--- src/rtl/sfd_pkg.sv ---
`timescale 1ns / 1ps
// ----------------------------------------------------------------------------
// sfd_pkg
// Shared constants, types and the crc-16/x-25 byte step for the deframer.
// ----------------------------------------------------------------------------
package sfd_pkg;

    localparam int STORE_DEPTH = 128;
    localparam int ADDR_W      = $clog2(STORE_DEPTH);
    localparam int CNT_W       = ADDR_W + 1;
    localparam int LIM_MAX     = (STORE_DEPTH < 128) ? STORE_DEPTH : 128;
    localparam int LIM_MIN     = 4;
    localparam int MIN_FRAME   = 4;
    localparam int CRC_LAG     = 3;

    localparam logic [7:0]  HEAD_BYTE = 8'hDA;
    localparam logic [7:0]  CTRL_BYTE = 8'hFA;
    localparam logic [7:0]  TAIL_BYTE = 8'h0A;
    localparam logic [15:0] CRC_POLY  = 16'h8408;
    localparam logic [15:0] CRC_INIT  = 16'hFFFF;

    localparam logic [2:0] ST_PAYLOAD    = 3'd0;
    localparam logic [2:0] ST_TOO_SHORT  = 3'd1;
    localparam logic [2:0] ST_CRC_BAD    = 3'd2;
    localparam logic [2:0] ST_BAD_ESCAPE = 3'd3;
    localparam logic [2:0] ST_OVERFLOW   = 3'd4;

    localparam logic REG_FRAME_LIMIT = 1'b0;

    typedef struct packed {
        logic              en;
        logic [ADDR_W-1:0] addr;
        logic [7:0]        data;
    } mem_wr_t;

    typedef struct packed {
        logic             err;
        logic [2:0]       code;
        logic             good;
        logic [CNT_W-1:0] count;
    } frame_evt_t;

    typedef enum logic [2:0] {
        OUT_IDLE = 3'b001,
        OUT_READ = 3'b010,
        OUT_SEND = 3'b100
    } out_state_t;

    function automatic logic [15:0] crc16_byte(input logic [15:0] crc_in,
                                               input logic [7:0] data);
        logic [15:0] c;
        c = crc_in ^ {8'h00, data};
        for (int k = 0; k < 8; k++) begin
            if (c[0]) begin
                c = (c >> 1) ^ CRC_POLY;
            end else begin
                c = c >> 1;
            end
        end
        return c;
    endfunction

endpackage

--- src/rtl/sfd_frame_store.sv ---
`timescale 1ns / 1ps
// ----------------------------------------------------------------------------
// sfd_frame_store
// Frame byte memory, one write port and one registered read port.
// ----------------------------------------------------------------------------
module sfd_frame_store (
    input  logic                      aclk,
    input  sfd_pkg::mem_wr_t          wr,
    input  logic                      rd_en,
    input  logic [sfd_pkg::ADDR_W-1:0] rd_addr,
    output logic [7:0]                rd_data
);
    import sfd_pkg::*;

    logic [7:0] mem [STORE_DEPTH];
    logic [7:0] rd_data_reg;

    always_ff @(posedge aclk) begin
        if (wr.en) begin
            mem[wr.addr] <= wr.data;
        end
    end

    always_ff @(posedge aclk) begin
        if (rd_en) begin
            rd_data_reg <= mem[rd_addr];
        end
    end

    assign rd_data = rd_data_reg;

endmodule

--- src/rtl/sfd_parser.sv ---
`timescale 1ns / 1ps
// ----------------------------------------------------------------------------
// sfd_parser
// Per-byte unstuffing, framing, store writes and running crc check.
// ----------------------------------------------------------------------------
module sfd_parser (
    input  logic                  aclk,
    input  logic                  aresetn,
    input  logic                  accept,
    input  logic [7:0]            data_byte,
    input  logic [7:0]            frame_limit,
    output sfd_pkg::mem_wr_t      wr,
    output sfd_pkg::frame_evt_t   evt
);
    import sfd_pkg::*;

    logic             in_frame_reg, in_frame_next;
    logic             esc_reg, esc_next;
    logic [7:0]       prev_reg, prev_next;
    logic [CNT_W-1:0] fill_reg, fill_next;
    logic [15:0]      crc_reg, crc_next;
    // last three stored bytes, index 0 newest
    logic [7:0]       win_reg [3];
    logic [7:0]       win_next [3];

    logic [7:0]       lim8;
    logic [CNT_W-1:0] lim;
    logic [CNT_W-1:0] half_lim;
    logic [CNT_W-1:0] body_len;
    logic             is_head;
    logic             is_tail;
    logic             do_store;
    logic             bad_esc;
    logic [7:0]       prev_val;

    always_comb begin
        lim8 = frame_limit;
        if (lim8 < 8'(LIM_MIN)) begin
            lim8 = 8'(LIM_MIN);
        end
        if (lim8 > 8'(LIM_MAX)) begin
            lim8 = 8'(LIM_MAX);
        end
    end

    assign lim      = CNT_W'(lim8);
    assign half_lim = lim >> 1;
    assign body_len = fill_reg - CNT_W'(CRC_LAG);
    assign is_head  = (data_byte == HEAD_BYTE) && (prev_reg == HEAD_BYTE);
    assign is_tail  = (data_byte == TAIL_BYTE) && (prev_reg == TAIL_BYTE);

    always_comb begin
        in_frame_next = in_frame_reg;
        esc_next      = esc_reg;
        prev_next     = prev_reg;
        fill_next     = fill_reg;
        crc_next      = crc_reg;
        win_next      = win_reg;
        wr            = '0;
        evt           = '0;
        do_store      = 1'b0;
        bad_esc       = 1'b0;
        prev_val      = data_byte;
        if (accept) begin
            if (is_head) begin
                fill_next     = '0;
                in_frame_next = 1'b1;
                esc_next      = 1'b0;
                prev_next     = data_byte;
                crc_next      = CRC_INIT;
            end else if (!in_frame_reg) begin
                prev_next = data_byte;
            end else if (is_tail) begin
                in_frame_next = 1'b0;
                prev_next     = data_byte;
                if (fill_reg < CNT_W'(MIN_FRAME)) begin
                    evt.err  = 1'b1;
                    evt.code = ST_TOO_SHORT;
                end else if (~crc_reg != {win_reg[2], win_reg[1]}) begin
                    evt.err  = 1'b1;
                    evt.code = ST_CRC_BAD;
                end else begin
                    evt.good  = 1'b1;
                    evt.count = (body_len < half_lim) ? body_len : half_lim;
                end
            end else begin
                if (esc_reg) begin
                    esc_next = 1'b0;
                    if (data_byte == HEAD_BYTE || data_byte == TAIL_BYTE
                        || data_byte == CTRL_BYTE) begin
                        do_store = 1'b1;
                        prev_val = CTRL_BYTE;
                    end else begin
                        bad_esc = 1'b1;
                    end
                end else if (data_byte == CTRL_BYTE) begin
                    esc_next = 1'b1;
                end else begin
                    do_store = 1'b1;
                end

                if (bad_esc) begin
                    in_frame_next = 1'b0;
                    prev_next     = data_byte;
                    evt.err       = 1'b1;
                    evt.code      = ST_BAD_ESCAPE;
                end else begin
                    if (do_store && fill_reg < lim) begin
                        wr.en       = 1'b1;
                        wr.addr     = fill_reg[ADDR_W-1:0];
                        wr.data     = data_byte;
                        fill_next   = fill_reg + CNT_W'(1);
                        win_next[0] = data_byte;
                        win_next[1] = win_reg[0];
                        win_next[2] = win_reg[1];
                        if (fill_reg >= CNT_W'(CRC_LAG)) begin
                            crc_next = crc16_byte(crc_reg, win_reg[2]);
                        end
                    end
                    prev_next = prev_val;
                    if (fill_next >= lim) begin
                        in_frame_next = 1'b0;
                        evt.err       = 1'b1;
                        evt.code      = ST_OVERFLOW;
                    end
                end
            end
        end
    end

    always_ff @(posedge aclk) begin
        if (!aresetn) begin
            in_frame_reg <= 1'b0;
            esc_reg      <= 1'b0;
            prev_reg     <= '0;
            fill_reg     <= '0;
            crc_reg      <= CRC_INIT;
        end else begin
            in_frame_reg <= in_frame_next;
            esc_reg      <= esc_next;
            prev_reg     <= prev_next;
            fill_reg     <= fill_next;
            crc_reg      <= crc_next;
        end
    end

    always_ff @(posedge aclk) begin
        win_reg <= win_next;
    end

endmodule

--- src/rtl/sfd_out_ctrl.sv ---
`timescale 1ns / 1ps
// ----------------------------------------------------------------------------
// sfd_out_ctrl
// Result sequencer: error words, payload readout from the store, error tally.
// ----------------------------------------------------------------------------
module sfd_out_ctrl (
    input  logic                       aclk,
    input  logic                       aresetn,
    input  sfd_pkg::frame_evt_t        evt,
    output logic                       in_ready,
    output logic                       rd_en,
    output logic [sfd_pkg::ADDR_W-1:0] rd_addr,
    input  logic [7:0]                 rd_data,
    output logic                       m_valid,
    input  logic                       m_ready,
    output logic [7:0]                 m_payload,
    output logic                       m_last,
    output logic [2:0]                 m_status,
    output logic [15:0]                m_errors
);
    import sfd_pkg::*;

    out_state_t        state_reg, state_next;
    logic              valid_reg, valid_next;
    logic [7:0]        payload_reg, payload_next;
    logic              last_reg, last_next;
    logic [2:0]        status_reg, status_next;
    logic [15:0]       errors_reg, errors_next;
    logic [15:0]       tally_reg, tally_next;
    logic [CNT_W-1:0]  cnt_reg, cnt_next;
    logic [ADDR_W-1:0] idx_reg, idx_next;
    logic              out_free;
    logic              is_last;

    assign out_free = !valid_reg || m_ready;
    assign in_ready = (state_reg == OUT_IDLE) && out_free;
    assign is_last  = ({1'b0, idx_reg} == (cnt_reg - CNT_W'(1)));
    assign rd_en    = (state_reg == OUT_READ);
    assign rd_addr  = idx_reg;

    always_comb begin
        state_next   = state_reg;
        valid_next   = valid_reg && !m_ready;
        payload_next = payload_reg;
        last_next    = last_reg;
        status_next  = status_reg;
        errors_next  = errors_reg;
        tally_next   = tally_reg;
        cnt_next     = cnt_reg;
        idx_next     = idx_reg;
        unique case (state_reg)
            OUT_IDLE: begin
                if (evt.err) begin
                    tally_next   = tally_reg + 16'd1;
                    valid_next   = 1'b1;
                    payload_next = '0;
                    last_next    = 1'b1;
                    status_next  = evt.code;
                    errors_next  = tally_reg + 16'd1;
                end else if (evt.good) begin
                    cnt_next   = evt.count;
                    idx_next   = '0;
                    state_next = OUT_READ;
                end
            end
            OUT_READ: begin
                state_next = OUT_SEND;
            end
            OUT_SEND: begin
                if (out_free) begin
                    valid_next   = 1'b1;
                    payload_next = rd_data;
                    last_next    = is_last;
                    status_next  = ST_PAYLOAD;
                    errors_next  = tally_reg;
                    if (is_last) begin
                        state_next = OUT_IDLE;
                    end else begin
                        idx_next   = idx_reg + ADDR_W'(1);
                        state_next = OUT_READ;
                    end
                end
            end
            default: begin
                state_next = OUT_IDLE;
            end
        endcase
    end

    always_ff @(posedge aclk) begin
        if (!aresetn) begin
            state_reg <= OUT_IDLE;
            valid_reg <= 1'b0;
            tally_reg <= '0;
        end else begin
            state_reg <= state_next;
            valid_reg <= valid_next;
            tally_reg <= tally_next;
        end
    end

    always_ff @(posedge aclk) begin
        payload_reg <= payload_next;
        last_reg    <= last_next;
        status_reg  <= status_next;
        errors_reg  <= errors_next;
        cnt_reg     <= cnt_next;
        idx_reg     <= idx_next;
    end

    assign m_valid   = valid_reg;
    assign m_payload = payload_reg;
    assign m_last    = last_reg;
    assign m_status  = status_reg;
    assign m_errors  = errors_reg;

`ifndef SYNTHESIS
    a_onehot_state: assert property (@(posedge aclk) disable iff (!aresetn)
        $onehot(state_reg))
        else $error("output sequencer state not one-hot");

    a_err_bumps_tally: assert property (@(posedge aclk) disable iff (!aresetn)
        (state_reg == OUT_IDLE && evt.err) |=>
            (valid_reg && last_reg && errors_reg == tally_reg
             && tally_reg == $past(tally_reg) + 16'd1))
        else $error("error word without tally update");

    a_good_starts_read: assert property (@(posedge aclk) disable iff (!aresetn)
        (state_reg == OUT_IDLE && evt.good) |=> (state_reg == OUT_READ))
        else $error("good frame did not start readout");

    a_no_evt_when_busy: assert property (@(posedge aclk) disable iff (!aresetn)
        (state_reg != OUT_IDLE) |-> (!evt.err && !evt.good))
        else $error("frame event while readout busy");

    a_payload_keeps_tally: assert property (@(posedge aclk) disable iff (!aresetn)
        (state_reg == OUT_SEND && out_free) |=>
            (status_reg == ST_PAYLOAD && errors_reg == tally_reg))
        else $error("payload word carries wrong tally");
`endif

endmodule

--- src/rtl/stuffed_frame_deframer_crc16_unit.sv ---
`timescale 1ns / 1ps
// ----------------------------------------------------------------------------
// stuffed_frame_deframer_crc16_unit
// Byte-stuffed frame deframer with crc-16/x-25 check and error tally.
// ----------------------------------------------------------------------------
// A received byte is accepted whenever the output sequencer is idle and the
// output word is free or being taken. Bytes are unstuffed and written into
// the frame store while the crc runs three bytes behind, so the check is
// ready at the closing pair. A good frame's payload, capped at half the
// clamped frame_limit, is then read back from the store with one memory
// read and one output load per payload byte, and no byte is taken during
// that readout. Error events give a single word in the cycle after the byte.
// frame_limit sits at byte address 0 of the register port and resets to 128.
module stuffed_frame_deframer_crc16_unit (
    input  logic        aclk,
    input  logic        aresetn,
    // config port
    input  logic        psel,
    input  logic        penable,
    input  logic        pwrite,
    input  logic [2:0]  paddr,
    input  logic [31:0] pwdata,
    output logic [31:0] prdata,
    output logic        pready,
    // received bytes
    input  logic        s_tvalid,
    output logic        s_tready,
    input  logic [7:0]  s_tdata,   // [7:0] data_byte
    // results
    output logic        m_tvalid,
    input  logic        m_tready,
    output logic [23:0] m_tdata,   // [7:0] payload_byte, [23:8] errors_seen
    output logic        m_tlast,
    output logic [2:0]  m_tuser    // [2:0] status
);
    import sfd_pkg::*;

    logic [7:0]        frame_limit_reg, frame_limit_next;
    logic              accept;
    mem_wr_t           mem_wr;
    frame_evt_t        evt;
    logic              rd_en;
    logic [ADDR_W-1:0] rd_addr;
    logic [7:0]        rd_data;
    logic              in_ready;
    logic [7:0]        out_payload;
    logic [15:0]       out_errors;

    assign pready = 1'b1;

    always_comb begin
        frame_limit_next = frame_limit_reg;
        if (psel && penable && pwrite && paddr[2] == REG_FRAME_LIMIT) begin
            frame_limit_next = pwdata[7:0];
        end
    end

    always_ff @(posedge aclk) begin
        if (!aresetn) begin
            frame_limit_reg <= 8'd128;
        end else begin
            frame_limit_reg <= frame_limit_next;
        end
    end

    assign prdata = (paddr[2] == REG_FRAME_LIMIT) ? {24'd0, frame_limit_reg} : 32'd0;

    assign s_tready = in_ready;
    assign accept   = s_tvalid && in_ready;

    sfd_parser u_parser (
        .aclk        (aclk),
        .aresetn     (aresetn),
        .accept      (accept),
        .data_byte   (s_tdata),
        .frame_limit (frame_limit_reg),
        .wr          (mem_wr),
        .evt         (evt)
    );

    sfd_frame_store u_store (
        .aclk    (aclk),
        .wr      (mem_wr),
        .rd_en   (rd_en),
        .rd_addr (rd_addr),
        .rd_data (rd_data)
    );

    sfd_out_ctrl u_out (
        .aclk      (aclk),
        .aresetn   (aresetn),
        .evt       (evt),
        .in_ready  (in_ready),
        .rd_en     (rd_en),
        .rd_addr   (rd_addr),
        .rd_data   (rd_data),
        .m_valid   (m_tvalid),
        .m_ready   (m_tready),
        .m_payload (out_payload),
        .m_last    (m_tlast),
        .m_status  (m_tuser),
        .m_errors  (out_errors)
    );

    assign m_tdata = {out_errors, out_payload};

endmodule
--- config.mk ---
export PLATFORM = sky130hd
export DESIGN_NAME = stuffed_frame_deframer_crc16_unit
export DESIGN_NICKNAME = d
export VERILOG_FILES = /design/src/rtl/sfd_pkg.sv /design/src/rtl/sfd_frame_store.sv /design/src/rtl/sfd_parser.sv /design/src/rtl/sfd_out_ctrl.sv /design/src/rtl/stuffed_frame_deframer_crc16_unit.sv
export SDC_FILE = /design/constraint.sdc
export NUM_CORES = 2
export LEC_CHECK = 0
export BUFFER_PORTS_ARGS = -buffer_cell sky130_fd_sc_hd__buf_2
export CAP_MARGIN = 20
export CORE_MARGIN = 1
export CORE_UTILIZATION = 52
export DETAILED_ROUTE_END_ITERATION = 6
export MAX_ROUTING_LAYER = met4
export PLACE_DENSITY = 0.68
export SYNTH_ARGS = -nofsm -noshare
export SYNTH_HDL_FRONTEND = slang
export SYNTH_SLANG_ARGS = --single-unit
--- constraint.sdc ---
create_clock -name aclk -period 8.7 [get_ports aclk]
set_clock_uncertainty 0.2 [all_clocks]
set_input_delay 0.87 -clock aclk [delete_from_list [all_inputs] [get_ports aclk]]
set_output_delay 0.87 -clock aclk [all_outputs]
set_load 0.02 [all_outputs]
==> summary by stage <==
Hold path
The startpoint identified for the worst hold timing path is s_tdata[2]. Along the worst hold path, the cell count comes to 1. The worst hold path terminates at u_parser.win_reg[18]. The path class of the tightest hold or removal check is in2reg.

Routing
The number of routed nets with antenna violations is 0. Summing over every cut layer, the via total after detailed routing is 24,800. The number of remaining DRC errors is 0.

The count of TritonRoute iterations in the first routing pass is 6. The initial detailed-routing violation count is 2,907. After detailed routing, the number of vias per cell comes to 6.28.

After detailed routing, the average wire length per cell comes to 27.5 µm. The final routed wirelength across all metal layers is 109,000 µm.

CTS
Gates resized during post-CTS repair numbered 0. The number of clock sinks is 1,161. The clock tree from TritonCTS is yes.

The CTS buffer count is 113. The H-tree depth is 3. The cell chosen for the clock root is sky130_fd_sc_hd__clkbuf_16. The setup fix buffers added after clock tree synthesis is 0. The number of hold buffers added after CTS is 0. The number of buffers between clock root and the deepest sink is 3. At the later pin of the worst-skew pair, clock insertion delay measures 0.70 ns. The clock transition at the register clock pins on the worst setup and hold paths after CTS is 0.06 ns.

Placement
The placed instances occupy a cell area of 48,700 µm². Routability-driven placement finished with a final weighted congestion of 0.879. The detailed placer's ending HPWL is 66,100 µm. The quantity of I/O buffers inserted on ports is 61. At the placement stage, the worst setup path has a slack of 2.61 ns.

Timing
Setup repair after global routing left no endpoint under its margin. Setup slack closes at 2.67 ns. The final critical-path share of the clock period is 69.3%.

The worst path needs 6.03 ns of the cycle, external delays included. The fmax is 166 MHz. After routing, the total negative slack on setup checks comes to 0 ns. The max-slew headroom at the worst pin is 24.0%. At the pin with the least slew margin, the transition time is 1.14 ns. The final count of hold timing violations is 0. The final-report max-slew violation count is 0. Setup violations remaining at the end of the flow were counted as 0.

Setup path
The maximum fanout count along the critical path is 30. STA classifies the critical path endpoint as a flip-flop. The setup check on the worst reg-to-reg path leaves a slack of 2.67 ns. The worst reg-to-reg path cell count is 12.

The critical register-to-register path endpoint is u_store.mem[123][3]. STA puts the critical path data arrival time at 6.13 ns. The worst register-to-register path begins at frame_limit_reg[4]. For the worst setup path, the data required time is 8.80 ns. The kind of launch point of the worst setup path is a flip-flop. The critical path class is reg2reg.

Job
The tool flagged a number of max-cap violations equal to 0.

Final layout
From synthesis to final layout, the design area changed by 10.6%. The final net count is 2,768. Measured on the finished design, the core utilization comes to 58.0%. In the final layout, the share of cells above drive strength 1 is 19.1%. Once layout is done, the placed cells without fillers occupy 52,200 µm². The number of antenna diodes in the final layout is 0. The flip-flop count of the largest register after layout is 1,024.

Synthesis
The post-synthesis share of cell area spent on xor and xnor gates is 1.47%. The Yosys step of the flow raised 0 warnings. Synthesis instantiated 77 different standard cells from the library. The share of synthesized flip-flops with an asynchronous set or reset is 0%. In this run, synthesis produced a sequential element count of 1,161. The area fraction in compound gates after synthesis is 4.30%. The simple logic cell fraction of the synthesized area is 5.06%.

In this run, synthesis inferred 1,099 flip-flops with an integrated enable. Of the post-synthesis cell area, the dominant cell type holds 69.9%. The fraction of synthesized area in multiplexers is 14.0%. Summing the areas of all fa, ha and maj instances in the mapped netlist gives 0.689% of the synthesized area. A synthesized cell averages 18.1 µm². sky130_fd_sc_hd__edfxtp_1 takes more of the synthesized area than any other cell. For this run, the leading register cell type out of synthesis is sky130_fd_sc_hd__edfxtp_1. Ranked by total cell area, the synthesized netlist is headed by sky130_fd_sc_hd__edfxtp_1, sky130_fd_sc_hd__mux4_2, sky130_fd_sc_hd__mux2i_1. The netlist area before placement is 47,200 µm².

sky130_fd_sc_hd__edfxtp_1 is the most common cell in the netlist. In the synthesized netlist, the number of instances is 2,614. The sequential share of the synthesized area is 72.5%. The main combinational cell family by area after synthesis is multiplexers. After synthesis, the most frequently instantiated cells are sky130_fd_sc_hd__edfxtp_1, sky130_fd_sc_hd__mux4_2, sky130_fd_sc_hd__nor2_1, sky130_fd_sc_hd__mux2i_1, sky130_fd_sc_hd__nand2_1.

GRT
The number of antenna violations at the first check in global routing is 1. The first-pass GRT wire length is 161,000 µm. Entering global routing, the biggest net connects 120 pins.

The overflow left after global routing is 0. For this run, the total global-route usage over all layers was measured as 24.8%. The via count of the first global-routing pass is 24,600.

Floorplan
The core outline area is 90,000 µm². The effective utilization at floorplan is 52.4%. The die footprint is 92,000 µm².

113 I/O pins were placed. The number of core rows is 110. The floorplan step set the die width to 303 µm. Measured along the y axis, the die boundary spans 303 µm.

Power
VDD sags by at most 155 µV. The static leakage is 19.3 nW. The areal power density over the cells is 205 nW/µm².

Outcome
The run finished with clean final reports.
-- layout make-up --
cell class	instances	area, µm²
Clock buffer	135	2910
Clock inverter	67	573
Fill cell	6541	37800
Inverter	24	90.1
Multi-Input combinational cell	1279	12200
Sequential cell	1161	34200
Tap cell	1176	1470
Timing Repair Buffer	113	742
-- critical path, cell delays in order, from the launching register on --
cell and delay, ns:
sky130_fd_sc_hd__dfxtp_1 0.35, sky130_fd_sc_hd__nor4_1 0.48, sky130_fd_sc_hd__o21ai_0 0.37, sky130_fd_sc_hd__ha_1 0.40
sky130_fd_sc_hd__a21o_1 0.17, sky130_fd_sc_hd__a21oi_1 0.15, sky130_fd_sc_hd__o21a_1 0.16, sky130_fd_sc_hd__o21ai_1 0.17
sky130_fd_sc_hd__inv_1 0.74, sky130_fd_sc_hd__ha_1 0.55, sky130_fd_sc_hd__nand4_1 0.72, sky130_fd_sc_hd__buf_4 0.51
sky130_fd_sc_hd__nor2_1 0.65
-- stage by stage --
stage	power, W	hold WS (ns)	std cells
final	0.0107	0.201	3955
after global routing	0.0110	0.189	3955
after CTS	0.0108	0.154	3955
after detailed placement	0.00619	0.205	3753
after global placement	0.00619	0.203	3752
after floorplan	0.00618	0.200	2638
-- worst max-delay path by stage --
stage | start | to | slack (ns) | cells past startpoint
after floorplan | s_tdata[4] | u_store.mem[0][5] | 1.95 | 9
after global placement | s_tdata[4] | u_store.mem[113][0] | 2.67 | 10
after detailed placement | s_tdata[4] | u_store.mem[121][2] | 2.61 | 10
after CTS | frame_limit_reg[3] | u_store.mem[123][2] | 2.82 | 12
after global routing | frame_limit_reg[4] | u_store.mem[112][0] | 2.29 | 12
final | frame_limit_reg[4] | u_store.mem[123][3] | 2.67 | 12
-- cells in the final DEF (no fill, tap or decap), types with 12 or more instances in the layout --
cell type | synthesis | layout
sky130_fd_sc_hd__nand4_1 | 14 | 14
sky130_fd_sc_hd__buf_2 | 49 | 61
sky130_fd_sc_hd__o221ai_1 | 20 | 20
sky130_fd_sc_hd__nand4b_1 | 12 | 12
sky130_fd_sc_hd__nand3_1 | 48 | 48
sky130_fd_sc_hd__xnor2_1 | 35 | 35
sky130_fd_sc_hd__xor2_1 | 44 | 44
sky130_fd_sc_hd__clkbuf_1 | 70 | 22
sky130_fd_sc_hd__ha_1 | 26 | 26
sky130_fd_sc_hd__nor2_1 | 194 | 193
sky130_fd_sc_hd__and3_1 | 29 | 22
sky130_fd_sc_hd__nor3_1 | 22 | 22
sky130_fd_sc_hd__a21o_1 | 12 | 12
sky130_fd_sc_hd__nand2_1 | 90 | 90
sky130_fd_sc_hd__inv_1 | 22 | 22
sky130_fd_sc_hd__edfxtp_1 | 1099 | 1099
sky130_fd_sc_hd__o211ai_1 | 12 | 12
sky130_fd_sc_hd__a211oi_1 | 18 | 18
sky130_fd_sc_hd__nor2b_1 | 18 | 18
sky130_fd_sc_hd__o21ai_0 | 32 | 31
sky130_fd_sc_hd__a2bb2oi_1 | 15 | 15
sky130_fd_sc_hd__conb_1 | 2 | 26
sky130_fd_sc_hd__a21oi_1 | 62 | 62
sky130_fd_sc_hd__clkinv_2 | 0 | 28
sky130_fd_sc_hd__or4_1 | 12 | 12
sky130_fd_sc_hd__mux4_2 | 229 | 229
sky130_fd_sc_hd__mux2i_1 | 141 | 141
sky130_fd_sc_hd__o22ai_1 | 25 | 25
sky130_fd_sc_hd__dfxtp_1 | 62 | 62
sky130_fd_sc_hd__buf_4 | 27 | 47
sky130_fd_sc_hd__clkinv_1 | 1 | 25
sky130_fd_sc_hd__clkbuf_16 | 0 | 113
sky130_fd_sc_hd__o31ai_1 | 16 | 16
-- cell families after synthesis --
kind of cell	count (synthesis)
mux	373
compound gates	284
buf+inv	198
other cells	2
flops	1161
fa+ha+maj	26
simple gates	491
xor+xnor	79
-- power breakdown --
group	switching [W]	internal [W]
logic	0.0000333	0.0000139
clock network	0.00207	0.00256
registers	0.00000239	0.00602
total	0.00210	0.00860
-- per-layer routing --
| layer | share of wire (%) | up-vias | GRT usage [%] |
|---|---|---|---|
| li1 | - | 10600 | - |
| met1 | 41 | 12900 | 34.2 |
| met3 | 8.3 | 161 | 3.95 |
| met4 | 2.6 | 0 | 7.20 |
| met5 | 0 | - | - |
| met2 | 48 | 1180 | 38.4 |
Power figures use the tool's default switching activity.
